**config.mk**
```make
export PLATFORM = sky130hd
export DESIGN_NAME = integer_set_store_flat
export DESIGN_NICKNAME = d
export VERILOG_FILES = /design/src/hdl/iss_pkg.sv /design/src/hdl/iss_req_if.sv /design/src/hdl/iss_rsp_if.sv /design/src/hdl/iss_datapath.sv /design/src/hdl/iss_ctrl.sv /design/src/hdl/integer_set_store.sv /design/src/flat_wrapper.sv
export SDC_FILE = /design/constraint.sdc
export NUM_CORES = 1
export LEC_CHECK = 0
export BUFFER_PORTS_ARGS = -buffer_cell sky130_fd_sc_hd__buf_2
export CAP_MARGIN = 40
export CORE_ASPECT_RATIO = 1.5
export CORE_UTILIZATION = 23
export CTS_BUF_LIST = sky130_fd_sc_hd__clkbuf_2
export DETAILED_ROUTE_END_ITERATION = 16
export PLACE_DENSITY = 0.39
export SYNTH_ARGS = -nofsm -noshare
export SYNTH_HDL_FRONTEND = slang
export SYNTH_SLANG_ARGS = --single-unit
```
**constraint.sdc**
```tcl
create_clock -name clk -period 3.9 [get_ports clk]
set_clock_uncertainty 0.05 [all_clocks]
set_input_delay 0.585 -clock clk [delete_from_list [all_inputs] [get_ports clk]]
set_output_delay 0.585 -clock clk [all_outputs]
set_load 0.005 [all_outputs]
```
**src/hdl/iss_pkg.sv**
```systemverilog
`timescale 1ns / 1ps

package iss_pkg;

    // Default number of stored values
    localparam int CAPACITY_DEFAULT = 16;

    // Fixed field widths of the request and response
    localparam int ACTION_W  = 2;
    localparam int ELEMENT_W = 32;
    localparam int COUNT_W   = 5;

    // Request actions
    typedef enum logic [ACTION_W-1:0] {
        ACT_ADD    = 2'd0,
        ACT_REMOVE = 2'd1,
        ACT_QUERY  = 2'd2,
        ACT_CLEAR  = 2'd3
    } action_t;

    // Sequencer states
    typedef enum logic [2:0] {
        ST_IDLE,
        ST_SCAN,
        ST_UPDATE,
        ST_SHIFT,
        ST_DONE
    } state_t;

    // Commands from the controller to the datapath
    typedef struct packed {
        logic load;         // capture request, restart the scan at entry 0
        logic idx_inc;      // advance the scan / shift index
        logic set_found;    // mark the element as present
        logic append;       // write the element after the last entry, bump count
        logic reject;       // flag a refused add
        logic shift_wr;     // move the entry at index down one place
        logic dec_count;    // drop one from the count
        logic clear_count;  // empty the store
        logic out_load;     // present the result
    } cmd_t;

    // Status from the datapath to the controller
    typedef struct packed {
        action_t action;    // captured action
        logic    empty;     // no entries stored
        logic    full;      // count at capacity
        logic    hit;       // entry at index matches the element
        logic    more;      // an entry exists past the index
        logic    found;     // element was located
        logic    out_free;  // result register can take a new result
    } status_t;

endpackage

```
**src/hdl/iss_req_if.sv**
```systemverilog
`timescale 1ns / 1ps

interface iss_req_if;
    logic                            valid;
    logic                            ready;
    logic [iss_pkg::ACTION_W-1:0]    action;
    logic signed [iss_pkg::ELEMENT_W-1:0] element;

    modport source (output valid, output action, output element, input ready);
    modport sink   (input valid, input action, input element, output ready);
endinterface

```
**src/hdl/iss_rsp_if.sv**
```systemverilog
`timescale 1ns / 1ps

interface iss_rsp_if;
    logic                         valid;
    logic                         ready;
    logic                         found;
    logic [iss_pkg::COUNT_W-1:0]  count;
    logic                         rejected;

    modport source (output valid, output found, output count, output rejected, input ready);
    modport sink   (input valid, input found, input count, input rejected, output ready);
endinterface

```
**src/hdl/iss_datapath.sv**
```systemverilog
`timescale 1ns / 1ps

module iss_datapath #(
    parameter int CAPACITY = iss_pkg::CAPACITY_DEFAULT
) (
    input  logic                clk,
    input  logic                rst_n,
    input  iss_pkg::cmd_t       cmd,
    output iss_pkg::status_t    status,
    iss_req_if.sink             req,
    iss_rsp_if.source           rsp
);

    localparam int IDX_W = (CAPACITY > 1) ? $clog2(CAPACITY) : 1;
    localparam int CNT_W = $clog2(CAPACITY + 1);

    // Entry storage
    logic [iss_pkg::ELEMENT_W-1:0] mem [CAPACITY];
    logic [iss_pkg::ELEMENT_W-1:0] rd_data_reg;

    // Request and scan registers
    iss_pkg::action_t              action_reg;
    logic [iss_pkg::ELEMENT_W-1:0] element_reg;
    logic [IDX_W-1:0]              idx_reg;
    logic [IDX_W-1:0]              idx_next;
    logic [CNT_W-1:0]              count_reg;
    logic [CNT_W-1:0]              count_next;
    logic                          found_reg;
    logic                          reject_reg;

    // Result register
    logic                          out_valid_reg;
    logic                          out_found_reg;
    logic [iss_pkg::COUNT_W-1:0]   out_count_reg;
    logic                          out_reject_reg;

    logic [CNT_W-1:0]              idx_plus1;
    logic [IDX_W-1:0]              wr_addr;
    logic [iss_pkg::ELEMENT_W-1:0] wr_data;
    logic                          wr_en;

    // Select the index the memory reads for the next cycle
    always_comb
    begin
        if (cmd.load)
        begin
            idx_next = '0;
        end
        else if (cmd.idx_inc)
        begin
            idx_next = idx_reg + IDX_W'(1);
        end
        else
        begin
            idx_next = idx_reg;
        end
    end

    assign idx_plus1 = CNT_W'(idx_reg) + CNT_W'(1);

    // Pick the write: append at the end, or move an entry down one place
    always_comb
    begin
        wr_en   = cmd.append || cmd.shift_wr;
        wr_addr = cmd.append ? count_reg[IDX_W-1:0] : (idx_reg - IDX_W'(1));
        wr_data = cmd.append ? element_reg : rd_data_reg;
    end

    // Memory with registered read
    always_ff @(posedge clk)
    begin
        if (wr_en)
        begin
            mem[wr_addr] <= wr_data;
        end
        rd_data_reg <= mem[idx_next];
    end

    // Count update
    always_comb
    begin
        count_next = count_reg;
        if (cmd.clear_count)
        begin
            count_next = '0;
        end
        else if (cmd.append)
        begin
            count_next = count_reg + CNT_W'(1);
        end
        else if (cmd.dec_count)
        begin
            count_next = count_reg - CNT_W'(1);
        end
    end

    always_ff @(posedge clk or negedge rst_n)
    begin
        if (!rst_n)
        begin
            count_reg <= '0;
            idx_reg   <= '0;
        end
        else
        begin
            count_reg <= count_next;
            idx_reg   <= idx_next;
        end
    end

    // Capture the request and track the per-transaction flags
    always_ff @(posedge clk)
    begin
        if (cmd.load)
        begin
            action_reg  <= iss_pkg::action_t'(req.action);
            element_reg <= req.element;
            found_reg   <= 1'b0;
            reject_reg  <= 1'b0;
        end
        else
        begin
            if (cmd.set_found)
            begin
                found_reg <= 1'b1;
            end
            if (cmd.reject)
            begin
                reject_reg <= 1'b1;
            end
        end
    end

    // Hold the result until the receiver takes it
    always_ff @(posedge clk or negedge rst_n)
    begin
        if (!rst_n)
        begin
            out_valid_reg <= 1'b0;
        end
        else if (cmd.out_load)
        begin
            out_valid_reg <= 1'b1;
        end
        else if (rsp.ready)
        begin
            out_valid_reg <= 1'b0;
        end
    end

    always_ff @(posedge clk)
    begin
        if (cmd.out_load)
        begin
            out_found_reg  <= found_reg;
            out_count_reg  <= iss_pkg::COUNT_W'(count_reg);
            out_reject_reg <= reject_reg;
        end
    end

    assign rsp.valid    = out_valid_reg;
    assign rsp.found    = out_found_reg;
    assign rsp.count    = out_count_reg;
    assign rsp.rejected = out_reject_reg;

    // Status back to the controller
    always_comb
    begin
        status.action   = action_reg;
        status.empty    = (count_reg == '0);
        status.full     = (count_reg == CNT_W'(CAPACITY));
        status.hit      = (rd_data_reg == element_reg);
        status.more     = (idx_plus1 < count_reg);
        status.found    = found_reg;
        status.out_free = !out_valid_reg || rsp.ready;
    end

endmodule

```
**src/hdl/iss_ctrl.sv**
```systemverilog
`timescale 1ns / 1ps

module iss_ctrl (
    input  logic                clk,
    input  logic                rst_n,
    input  logic                req_valid,
    output logic                req_ready,
    input  iss_pkg::status_t    status,
    output iss_pkg::cmd_t       cmd
);

    iss_pkg::state_t state_reg;
    iss_pkg::state_t state_next;

    always_ff @(posedge clk or negedge rst_n)
    begin
        if (!rst_n)
        begin
            state_reg <= iss_pkg::ST_IDLE;
        end
        else
        begin
            state_reg <= state_next;
        end
    end

    // Next state and commands
    always_comb
    begin
        state_next = state_reg;
        cmd        = '0;
        req_ready  = 1'b0;

        unique case (state_reg)
            iss_pkg::ST_IDLE:
            begin
                req_ready = 1'b1;
                if (req_valid)
                begin
                    cmd.load   = 1'b1;
                    state_next = iss_pkg::ST_SCAN;
                end
            end

            // Walk the stored entries until a match or the last one; a clear skips the walk
            iss_pkg::ST_SCAN:
            begin
                if (status.action == iss_pkg::ACT_CLEAR)
                begin
                    cmd.clear_count = 1'b1;
                    state_next      = iss_pkg::ST_DONE;
                end
                else if (status.empty)
                begin
                    state_next = iss_pkg::ST_UPDATE;
                end
                else if (status.hit)
                begin
                    cmd.set_found = 1'b1;
                    state_next    = iss_pkg::ST_UPDATE;
                end
                else if (!status.more)
                begin
                    state_next = iss_pkg::ST_UPDATE;
                end
                else
                begin
                    cmd.idx_inc = 1'b1;
                end
            end

            // Apply the action once the position is known
            iss_pkg::ST_UPDATE:
            begin
                state_next = iss_pkg::ST_DONE;
                case (status.action)
                    iss_pkg::ACT_ADD:
                    begin
                        if (!status.found)
                        begin
                            if (status.full)
                            begin
                                cmd.reject = 1'b1;
                            end
                            else
                            begin
                                cmd.append = 1'b1;
                            end
                        end
                    end
                    iss_pkg::ACT_REMOVE:
                    begin
                        if (status.found)
                        begin
                            if (status.more)
                            begin
                                cmd.idx_inc = 1'b1;
                                state_next  = iss_pkg::ST_SHIFT;
                            end
                            else
                            begin
                                cmd.dec_count = 1'b1;
                            end
                        end
                    end
                    default:
                    begin
                    end
                endcase
            end

            // Move later entries down one place each cycle
            iss_pkg::ST_SHIFT:
            begin
                cmd.shift_wr = 1'b1;
                if (status.more)
                begin
                    cmd.idx_inc = 1'b1;
                end
                else
                begin
                    cmd.dec_count = 1'b1;
                    state_next    = iss_pkg::ST_DONE;
                end
            end

            // Hand the result over when the result register is free
            iss_pkg::ST_DONE:
            begin
                if (status.out_free)
                begin
                    cmd.out_load = 1'b1;
                    state_next   = iss_pkg::ST_IDLE;
                end
            end

            default:
            begin
                state_next = iss_pkg::ST_IDLE;
            end
        endcase
    end

endmodule

```
**src/hdl/integer_set_store.sv**
```systemverilog
`timescale 1ns / 1ps
// Set of up to CAPACITY distinct signed 32-bit values kept in insertion order.
// Request channel (req): action (add, remove, query, clear) and element.
// Response channel (rsp): found (element present before the request), count
// (values stored after it, low 5 bits) and rejected (add refused, store full).
// Every request gives exactly one response, in request order.
// A request other than a clear scans the stored entries one per cycle from
// the first, stopping at a match; a remove then shifts each later entry down
// one place per cycle. The entry memory has a single read port, which sets
// this pace. One request is in work at a time.
// The request channel reopens as soon as the response is registered, so the
// next request is taken while the previous response still waits.
// When the receiver stalls, the response holds and the next request is worked
// up to its final step, where it waits for the response register to empty.
// Reset empties the store (count zero) and drops any pending response; entry
// contents are not cleared, and the block is ready at once.
module integer_set_store #(
    parameter int CAPACITY = iss_pkg::CAPACITY_DEFAULT
) (
    input  logic        clk,
    input  logic        rst_n,
    iss_req_if.sink     req,
    iss_rsp_if.source   rsp
);

    iss_pkg::cmd_t    cmd;
    iss_pkg::status_t status;

    iss_ctrl u_ctrl (
        .clk       (clk),
        .rst_n     (rst_n),
        .req_valid (req.valid),
        .req_ready (req.ready),
        .status    (status),
        .cmd       (cmd)
    );

    iss_datapath #(
        .CAPACITY (CAPACITY)
    ) u_datapath (
        .clk    (clk),
        .rst_n  (rst_n),
        .cmd    (cmd),
        .status (status),
        .req    (req),
        .rsp    (rsp)
    );

endmodule

```
**src/flat_wrapper.sv**
```systemverilog
// flat-port wrapper written by rule: the top's interface ports become plain ports
module integer_set_store_flat 
#(
    parameter int CAPACITY = iss_pkg::CAPACITY_DEFAULT
)
  (clk, rst_n, req_valid, req_action, req_element, req_ready, rsp_valid, rsp_found, rsp_count, rsp_rejected, rsp_ready);
  iss_req_if req_i ();
  iss_rsp_if rsp_i ();
  input  logic clk;
  input  logic rst_n;
  input wire logic [$bits(req_i.valid)-1:0] req_valid;
  input wire logic [$bits(req_i.action)-1:0] req_action;
  input wire logic [$bits(req_i.element)-1:0] req_element;
  output wire logic [$bits(req_i.ready)-1:0] req_ready;
  output wire logic [$bits(rsp_i.valid)-1:0] rsp_valid;
  output wire logic [$bits(rsp_i.found)-1:0] rsp_found;
  output wire logic [$bits(rsp_i.count)-1:0] rsp_count;
  output wire logic [$bits(rsp_i.rejected)-1:0] rsp_rejected;
  input wire logic [$bits(rsp_i.ready)-1:0] rsp_ready;
  assign req_i.valid = req_valid;
  assign req_i.action = req_action;
  assign req_i.element = req_element;
  assign req_ready = req_i.ready;
  assign rsp_valid = rsp_i.valid;
  assign rsp_found = rsp_i.found;
  assign rsp_count = rsp_i.count;
  assign rsp_rejected = rsp_i.rejected;
  assign rsp_i.ready = rsp_ready;
  integer_set_store #(.CAPACITY(CAPACITY)) u_core (.clk(clk), .rst_n(rst_n), .req(req_i), .rsp(rsp_i));
endmodule
```
# After elaboration in Yosys (flattened, before gate mapping)

Memory sizes are Yosys's and may differ from the RTL's. A register that Yosys moved wholly into a read port is not among the register bits.
Cells that the tools add are included.

Register bits after elaboration: 56
Memory bits (writable): 512
Input bits: 38
Output and inout port bits: 9
Word-level logic and storage cells: 87
Memories: 1

Add/sub/neg operators: 5
Order comparisons: 1
Equality and inequality tests: 12
Muxes and demuxes: 48
Reduce and logical (&&, ||, !) cells: 9

Memories:

| name                  | words | bits a word | rd ports | clocked after Yosys merged registers in | write ports | line               | source |
|---|---|---|---|---|---|---|---|
| u_core.u_datapath.mem | 16    | 32          | 1        | 1                                       | 1           | iss_datapath.sv:18 | `logic [iss_pkg::ELEMENT_W-1:0] mem [CAPACITY];` |

Operators with widths:

| operator              | count |
|---|---|
| $eq A32 B32 Y1        | 1 |
| $mux W32              | 1 |
| $mux W3               | 10 |
| $mux W1               | 23 |
| $mux W5               | 3 |
| $pmux W3 S5           | 1 |
| $mux W4               | 3 |
| $mux W2               | 5 |
| $eq A3 B2 Y1 const B  | 2 |
| $add A4 B1 Y5 const B | 1 |
| $add A5 B1 Y5 const B | 1 |
| $eq A5 B5 Y1 const B  | 1 |
| $logic_not A5 Y1      | 1 |
| $lt A5 B5 Y1          | 1 |
| $ne A5 B3 Y1 const B  | 1 |
| $sub A5 B1 Y5 const B | 1 |
| $add A4 B1 Y4 const B | 1 |
| $ne A2 B2 Y1 const B  | 2 |
| $reduce_and A4 Y1     | 1 |
| $sub A4 B1 Y4 const B | 1 |
| $eq A3 B1 Y1 const B  | 1 |
| $eq A3 B3 Y1 const B  | 1 |
| $logic_not A3 Y1      | 1 |
| $pmux W1 S3           | 1 |
| other kinds (9)       | 10 |

# Depth between registers and ports, before layout

Depth after elaboration: 9
Depth in mapped cells: 16

# Least setup slack after synthesis

OpenSTA, ideal clock, no wires.

Kind: flip-flop to flip-flop
Start point: reg u_core.u_ctrl.state_reg[2]
End point: mem u_core.u_datapath.mem[13][0] (netlist bit) (enable)
Library setup time: 0.421 ns
Data arrival time: 3.362 ns
Data required time: 3.429 ns
Slack: 0.066 ns
Stages on the path, launching flop included: 11
Buffers on the path: 2
Clock period less this slack: 3.834 ns
Path through: dfrtp_1 -> buf_2 -> nor2b_1 -> nand2_1 -> nor3_1 -> nand2_1 -> clkbuf_1 -> nand2_1 -> a21boi_0 -> nand2_1 -> nor2_1

Longest elaborated chain between the ends: 5

RTL lines:

| what                               | line               | source |
|---|---|---|
| start, declared                    | iss_ctrl.sv:12     | `iss_pkg::state_t state_reg;` |
| start signal, assigned             | iss_ctrl.sv:19     | `state_reg <= iss_pkg::ST_IDLE;` |
| start signal, assigned             | iss_ctrl.sv:23     | `state_reg <= state_next;` |
| $eq A3 B2 Y1                       | iss_ctrl.sv:34     | `unique case (state_reg)` |
| $mux W2 or $mux W1 (tied branches) | iss_ctrl.sv:34     |  |
| $logic_or A1 B1 Y1                 | iss_datapath.sv:64 | `wr_en = cmd.append \|\| cmd.shift_wr;` |
| $mux W1                            | iss_datapath.sv:72 | `if (wr_en)` |
| $mux W1 (implied by the code)      | iss_datapath.sv:74 | `mem[wr_addr] <= wr_data;` |
| end, declared                      | iss_datapath.sv:18 |  |

Parallel ways exist; a longest one is shown, timed or not.

# Worst setup path after layout

Start point: reg u_core.u_datapath.element_reg[27] (netlist bit)
End point: reg u_core.u_datapath.rd_data_reg[5] (netlist bit) (read register of u_core.u_datapath.mem)

Longest elaborated chain between the ends: 7

RTL lines:

| what                   | line                | source |
|---|---|---|
| start, declared        | iss_datapath.sv:23  | `logic [iss_pkg::ELEMENT_W-1:0] element_reg;` |
| start signal, assigned | iss_datapath.sv:117 | `element_reg <= req.element;` |
| $eq A32 B32 Y1         | iss_datapath.sv:172 | `status.hit = (rd_data_reg == element_reg);` |
| $mux W1                | iss_ctrl.sv:57      | `else if (status.hit)` |
| $mux W2                | iss_ctrl.sv:53      | `else if (status.empty)` |
| $mux W2                | iss_ctrl.sv:48      | `if (status.action == iss_pkg::ACT_CLEAR)` |
| $pmux W1 S3            | iss_ctrl.sv:34      |  |
| $mux W4                | iss_datapath.sv:49  | `else if (cmd.idx_inc)` |
| $mux W4                | iss_datapath.sv:45  | `if (cmd.load)` |
| end, declared          | iss_datapath.sv:19  | `logic [iss_pkg::ELEMENT_W-1:0] rd_data_reg;` |

Every way passes these cells.
A chain may end at the register's enable or synchronous reset.

==> results summary <==
The run finished with clean final reports. The power per cell area came out at 738.7 nW/um2. After clock tree synthesis, the clock-pin slew on the worst setup and hold paths is 0.10 ns.

TritonCTS built the clock tree. The worst-case reg-to-reg path depth is 13. The top-level port count came out at 47. The via count of the first global-routing pass is 15936.

The starting density of the core came out at 23.30%. The die footprint is 104300 um2. The switching share of power is 38.80%. The number of storage elements in the synthesis netlist came out at 600. From synthesis to final layout, the design area changed by 23.59%. The detailed router placed 15088 vias in this run. The total number of nets in the final design came out at 1947. The global placer's final weighted congestion came out at 0.7585.

The initial antenna violation count came to 2. The switching power summed over all nets came out at 8388 uW. The static leakage is 0.01019 uW.

The clock latency on the worst-skew pair came out at 1.41 ns. Setup violations remaining at the end of the flow were counted as 0. Port buffering added 46 buffers. Setup repair after global routing could not meet its margin everywhere. The die is 395.0 um tall. Among all stages on the critical path, the largest delay is contributed by sky130_fd_sc_hd__or4_4. In this run the tightest slew margin relative to its limit is 37.63%.

The worst setup path is launched from a register. Yosys mapped the design onto 56 distinct sky130hd cell types. Across all register-to-register paths, the minimum setup slack is 0.08 ns. The number of levels in the clock H-tree came out at 4. The power share of the clock group came out at 19.8%.

The final hold violation count came out at 0. Counting I/O delays and the setup requirement, the final critical path takes 3.824 ns. The clock sink count is 600.

The cell row count came out at 143. The post-detailed-route DRC marker count is 0. The total CTS buffers came out at 153. STA puts the critical path data required time at 5.07 ns. The count of nets left with antenna violations once routing finished came out at 0.

The buffer type at the clock tree root is sky130_fd_sc_hd__clkbuf_2. The worst-case vdd ir drop came out at 326.3 uV. The sequential share of power is 41.0%. The overflow left after global routing is 0. The portion of the clock cycle consumed by the worst path in the final layout is 98.06%.

The global-route usage over all layers came out at 14.63%. The synthesized netlist net count is 1630. The number of warnings reported in the yosys synthesis log came out at 0.

The area used by multi-input combinational logic is 5871 um2. The worst setup timing slack at the placement stage is -0.1299 ns. From left edge to right edge, the die measures 264.0 um. Across all setup checks in the final design, the least slack found is 0.07560 ns.

The fraction of registers with async set or reset after synthesis came out at 2.167%. Counting flops with a built-in enable in the synthesized netlist gives 553. The arrival time of data at the critical path endpoint is 4.99 ns. The total instance count after detailed placement is 2964. The share of post-route cells with drive strength above 1 is 23.80%. The part of the Yosys area used for sequential elements came out at 74.38%.

Averaged over all synthesized cells, the footprint is 14.97 um2. The longest clock path from root to sink contains 3 buffers. The floorplan step defined a core boundary enclosing 101600 um2.

The maximum clock frequency came out at 261.5 MHz. For this run, the leading register cell type out of synthesis is sky130_fd_sc_hd__edfxtp_1. On the worst path, the slowest cell contributes a delay of 0.54 ns. The max-slew violation total from the final report came out at 0. The maximum number of pins on one net before global-route repair is 53.

The share of total power dissipated in combinational logic is 39.1%. The routed length per instance came out at 23.16 um. The worst setup path is of the register to register kind. The critical path goes through xor2_1, nor4_4, buf_4, nand4_1, buf_6, o211a_4, nor2_4, mux2i_4, bufinv_16, buf_12, mux2i_1, a221oi_1, or4_4. The iteration-0 DRC count of the detailed router came out at 981. The vias per cell is 4.542. The wire length of the first global-routing pass came out at 109200 um.

The post-synthesis cell area is 23680 um2. The count of placed standard cells in the final layout, fillers left out is 3322. The design draws 21620 uW. The detailed-router iteration count before antenna repair came out at 5. The worst setup path is captured at a register. Once detailed placement completed, the half-perimeter wirelength came to 43900 um. The flip-flop count of the largest register, all copies and words added came out at 512. The max-capacitance violation count came out at 0.

Summing all flip-flop and latch instances after layout gives 17620 um2. The number of cells produced by synthesis came out at 1582. The top fanout value on the critical path came out at 21. The internal power contribution came out at 13230 uW.

The transition at the pin with the smallest max-transition slack came out at 0.9356 ns. The sum of routed wire length over all layers came out at 76930 um. The number of inserted filler cells in the final layout came out at 10324. The path class of the tightest hold or removal check is input pin to asynchronous set/reset pin.
==> routing by layer <==
layer | up-vias | track usage (%) | share of wire, %
met3 | 158 | 3.169 | 4.0
li1 | 6890 | - | -
met4 | 0 | 5.098 | 2.8
met1 | 7625 | 17.18 | 41
met2 | 415 | 26.08 | 52
met5 | - | 0 | 0
==> power groups by stage <==
stage	sequential, uW	combinational [uW]	clock, uW
after floorplan	8860	4590	0
after global routing	8930	9210	4790
after CTS	8880	8210	4520
after global placement	9020	7990	0
after detailed placement	9020	8070	0
final	8870	8460	4280
==> final cells by class <==
type | count | area share (%)
Antenna cell | 4 | 0.03420
Multi-Input combinational cell | 865 | 20.06
Timing Repair inverter | 2 | 0.05986
Inverter | 15 | 0.2822
Sequential cell | 600 | 60.19
Tap cell | 1305 | 5.580
Timing Repair Buffer | 262 | 9.167
Clock inverter | 52 | 0.9107
Clock buffer | 217 | 3.711
==> critical path, delay by kind of cell, from the launching register on <==
| family | cells | cell delay (ns) |
|---|---|---|
| AOI/OAI and AO/OA | 2 | 0.36 |
| xor gates and xnor gates | 1 | 0.27 |
| buffers and inverters | 4 | 0.79 |
| DFF | 1 | 0.50 |
| muxes | 2 | 0.53 |
| and+or+nand+nor | 4 | 1.13 |
==> per-stage QoR <==
step           hold slack (ns)  cell area (um2)  util, %  TNS [ns]
2_1_floorplan           0.2394            23680        -         0
3_3_place_gp            0.3768            26850    26.42   -0.4453
3_5_place_dp            0.3775            26850    26.42    -1.476
4_1_cts                 0.1309            29000    28.53         0
5_1_grt                 0.1970            29260    28.80  -0.03831
6_report                0.3207            29260    28.80         0
==> cells in the mapped netlist (29+ instances only) <==
cell | number | area share (%)
sky130_fd_sc_hd__a21oi_1 | 103 | 2.2
sky130_fd_sc_hd__a221oi_1 | 129 | 4.8
sky130_fd_sc_hd__a311oi_1 | 32 | 1.2
sky130_fd_sc_hd__and2_1 | 33 | 0.87
sky130_fd_sc_hd__buf_2 | 29 | 0.61
sky130_fd_sc_hd__clkbuf_1 | 63 | 1.0
sky130_fd_sc_hd__dfxtp_1 | 34 | 2.9
sky130_fd_sc_hd__edfxtp_1 | 553 | 70
sky130_fd_sc_hd__mux2i_1 | 96 | 4.1
sky130_fd_sc_hd__nand2_1 | 275 | 4.4
sky130_fd_sc_hd__nor2_1 | 31 | 0.49
sky130_fd_sc_hd__or4_1 | 32 | 1.0
sky130_fd_sc_hd__xor2_1 | 36 | 1.3
==> cell families after synthesis <==
kind of cell	count (synthesis)	share of synthesized area [%]
simple gates	409	7.768
fa+ha+maj	10	0.5601
flops	600	74.38
buf+inv	117	2.087
mux	98	4.201
compound gates	307	9.485
xor+xnor	41	1.517
==> timing repair <==
item                                   in CTS  in global routing
endpoints found under the hold margin      64                  0
resized for setup                           6                 23
setup endpoints to repair                  23                 31
buffers inserted                            1                  6
pin swaps                                   0                  8
hold buffers                               74                  0
gates cloned                                0                  5
==> worst paths after layout <==
path | startpoint | end
worst max-delay path | u_core.u_datapath.element_reg[27]$_DFFE_PP_ | u_core.u_datapath.rd_data_reg[5]$_DFF_P_
worst min-delay path | rst_n | u_core.u_ctrl.state_reg[1]$_DFFE_PN0P_
worst max register to register | u_core.u_datapath.element_reg[27]$_DFFE_PP_ | u_core.u_datapath.rd_data_reg[5]$_DFF_P_
worst min register to register | u_core.u_datapath.reject_reg$_SDFFE_PP0P_ | u_core.u_datapath.reject_reg$_SDFFE_PP0P_
max in group asynchronous | rst_n | u_core.u_datapath.idx_reg[0]$_DFF_PN0_
min in group clk | req_element[25] | u_core.u_datapath.element_reg[25]$_DFFE_PP_
==> placed cells by master, fill, tap and decap left out, types with 34 or more instances in the layout <==
master                          count
sky130_fd_sc_hd__a21oi_1          102
sky130_fd_sc_hd__a221oi_1         127
sky130_fd_sc_hd__buf_12            42
sky130_fd_sc_hd__buf_2             46
sky130_fd_sc_hd__buf_4             92
sky130_fd_sc_hd__clkbuf_2         217
sky130_fd_sc_hd__clkinv_1          38
sky130_fd_sc_hd__dfxtp_1           34
sky130_fd_sc_hd__dlygate4sd3_1     74
sky130_fd_sc_hd__edfxtp_1         553
sky130_fd_sc_hd__mux2i_1           92
sky130_fd_sc_hd__nand2_1          273
No activity file was read; power rests on OpenSTA's default activity.
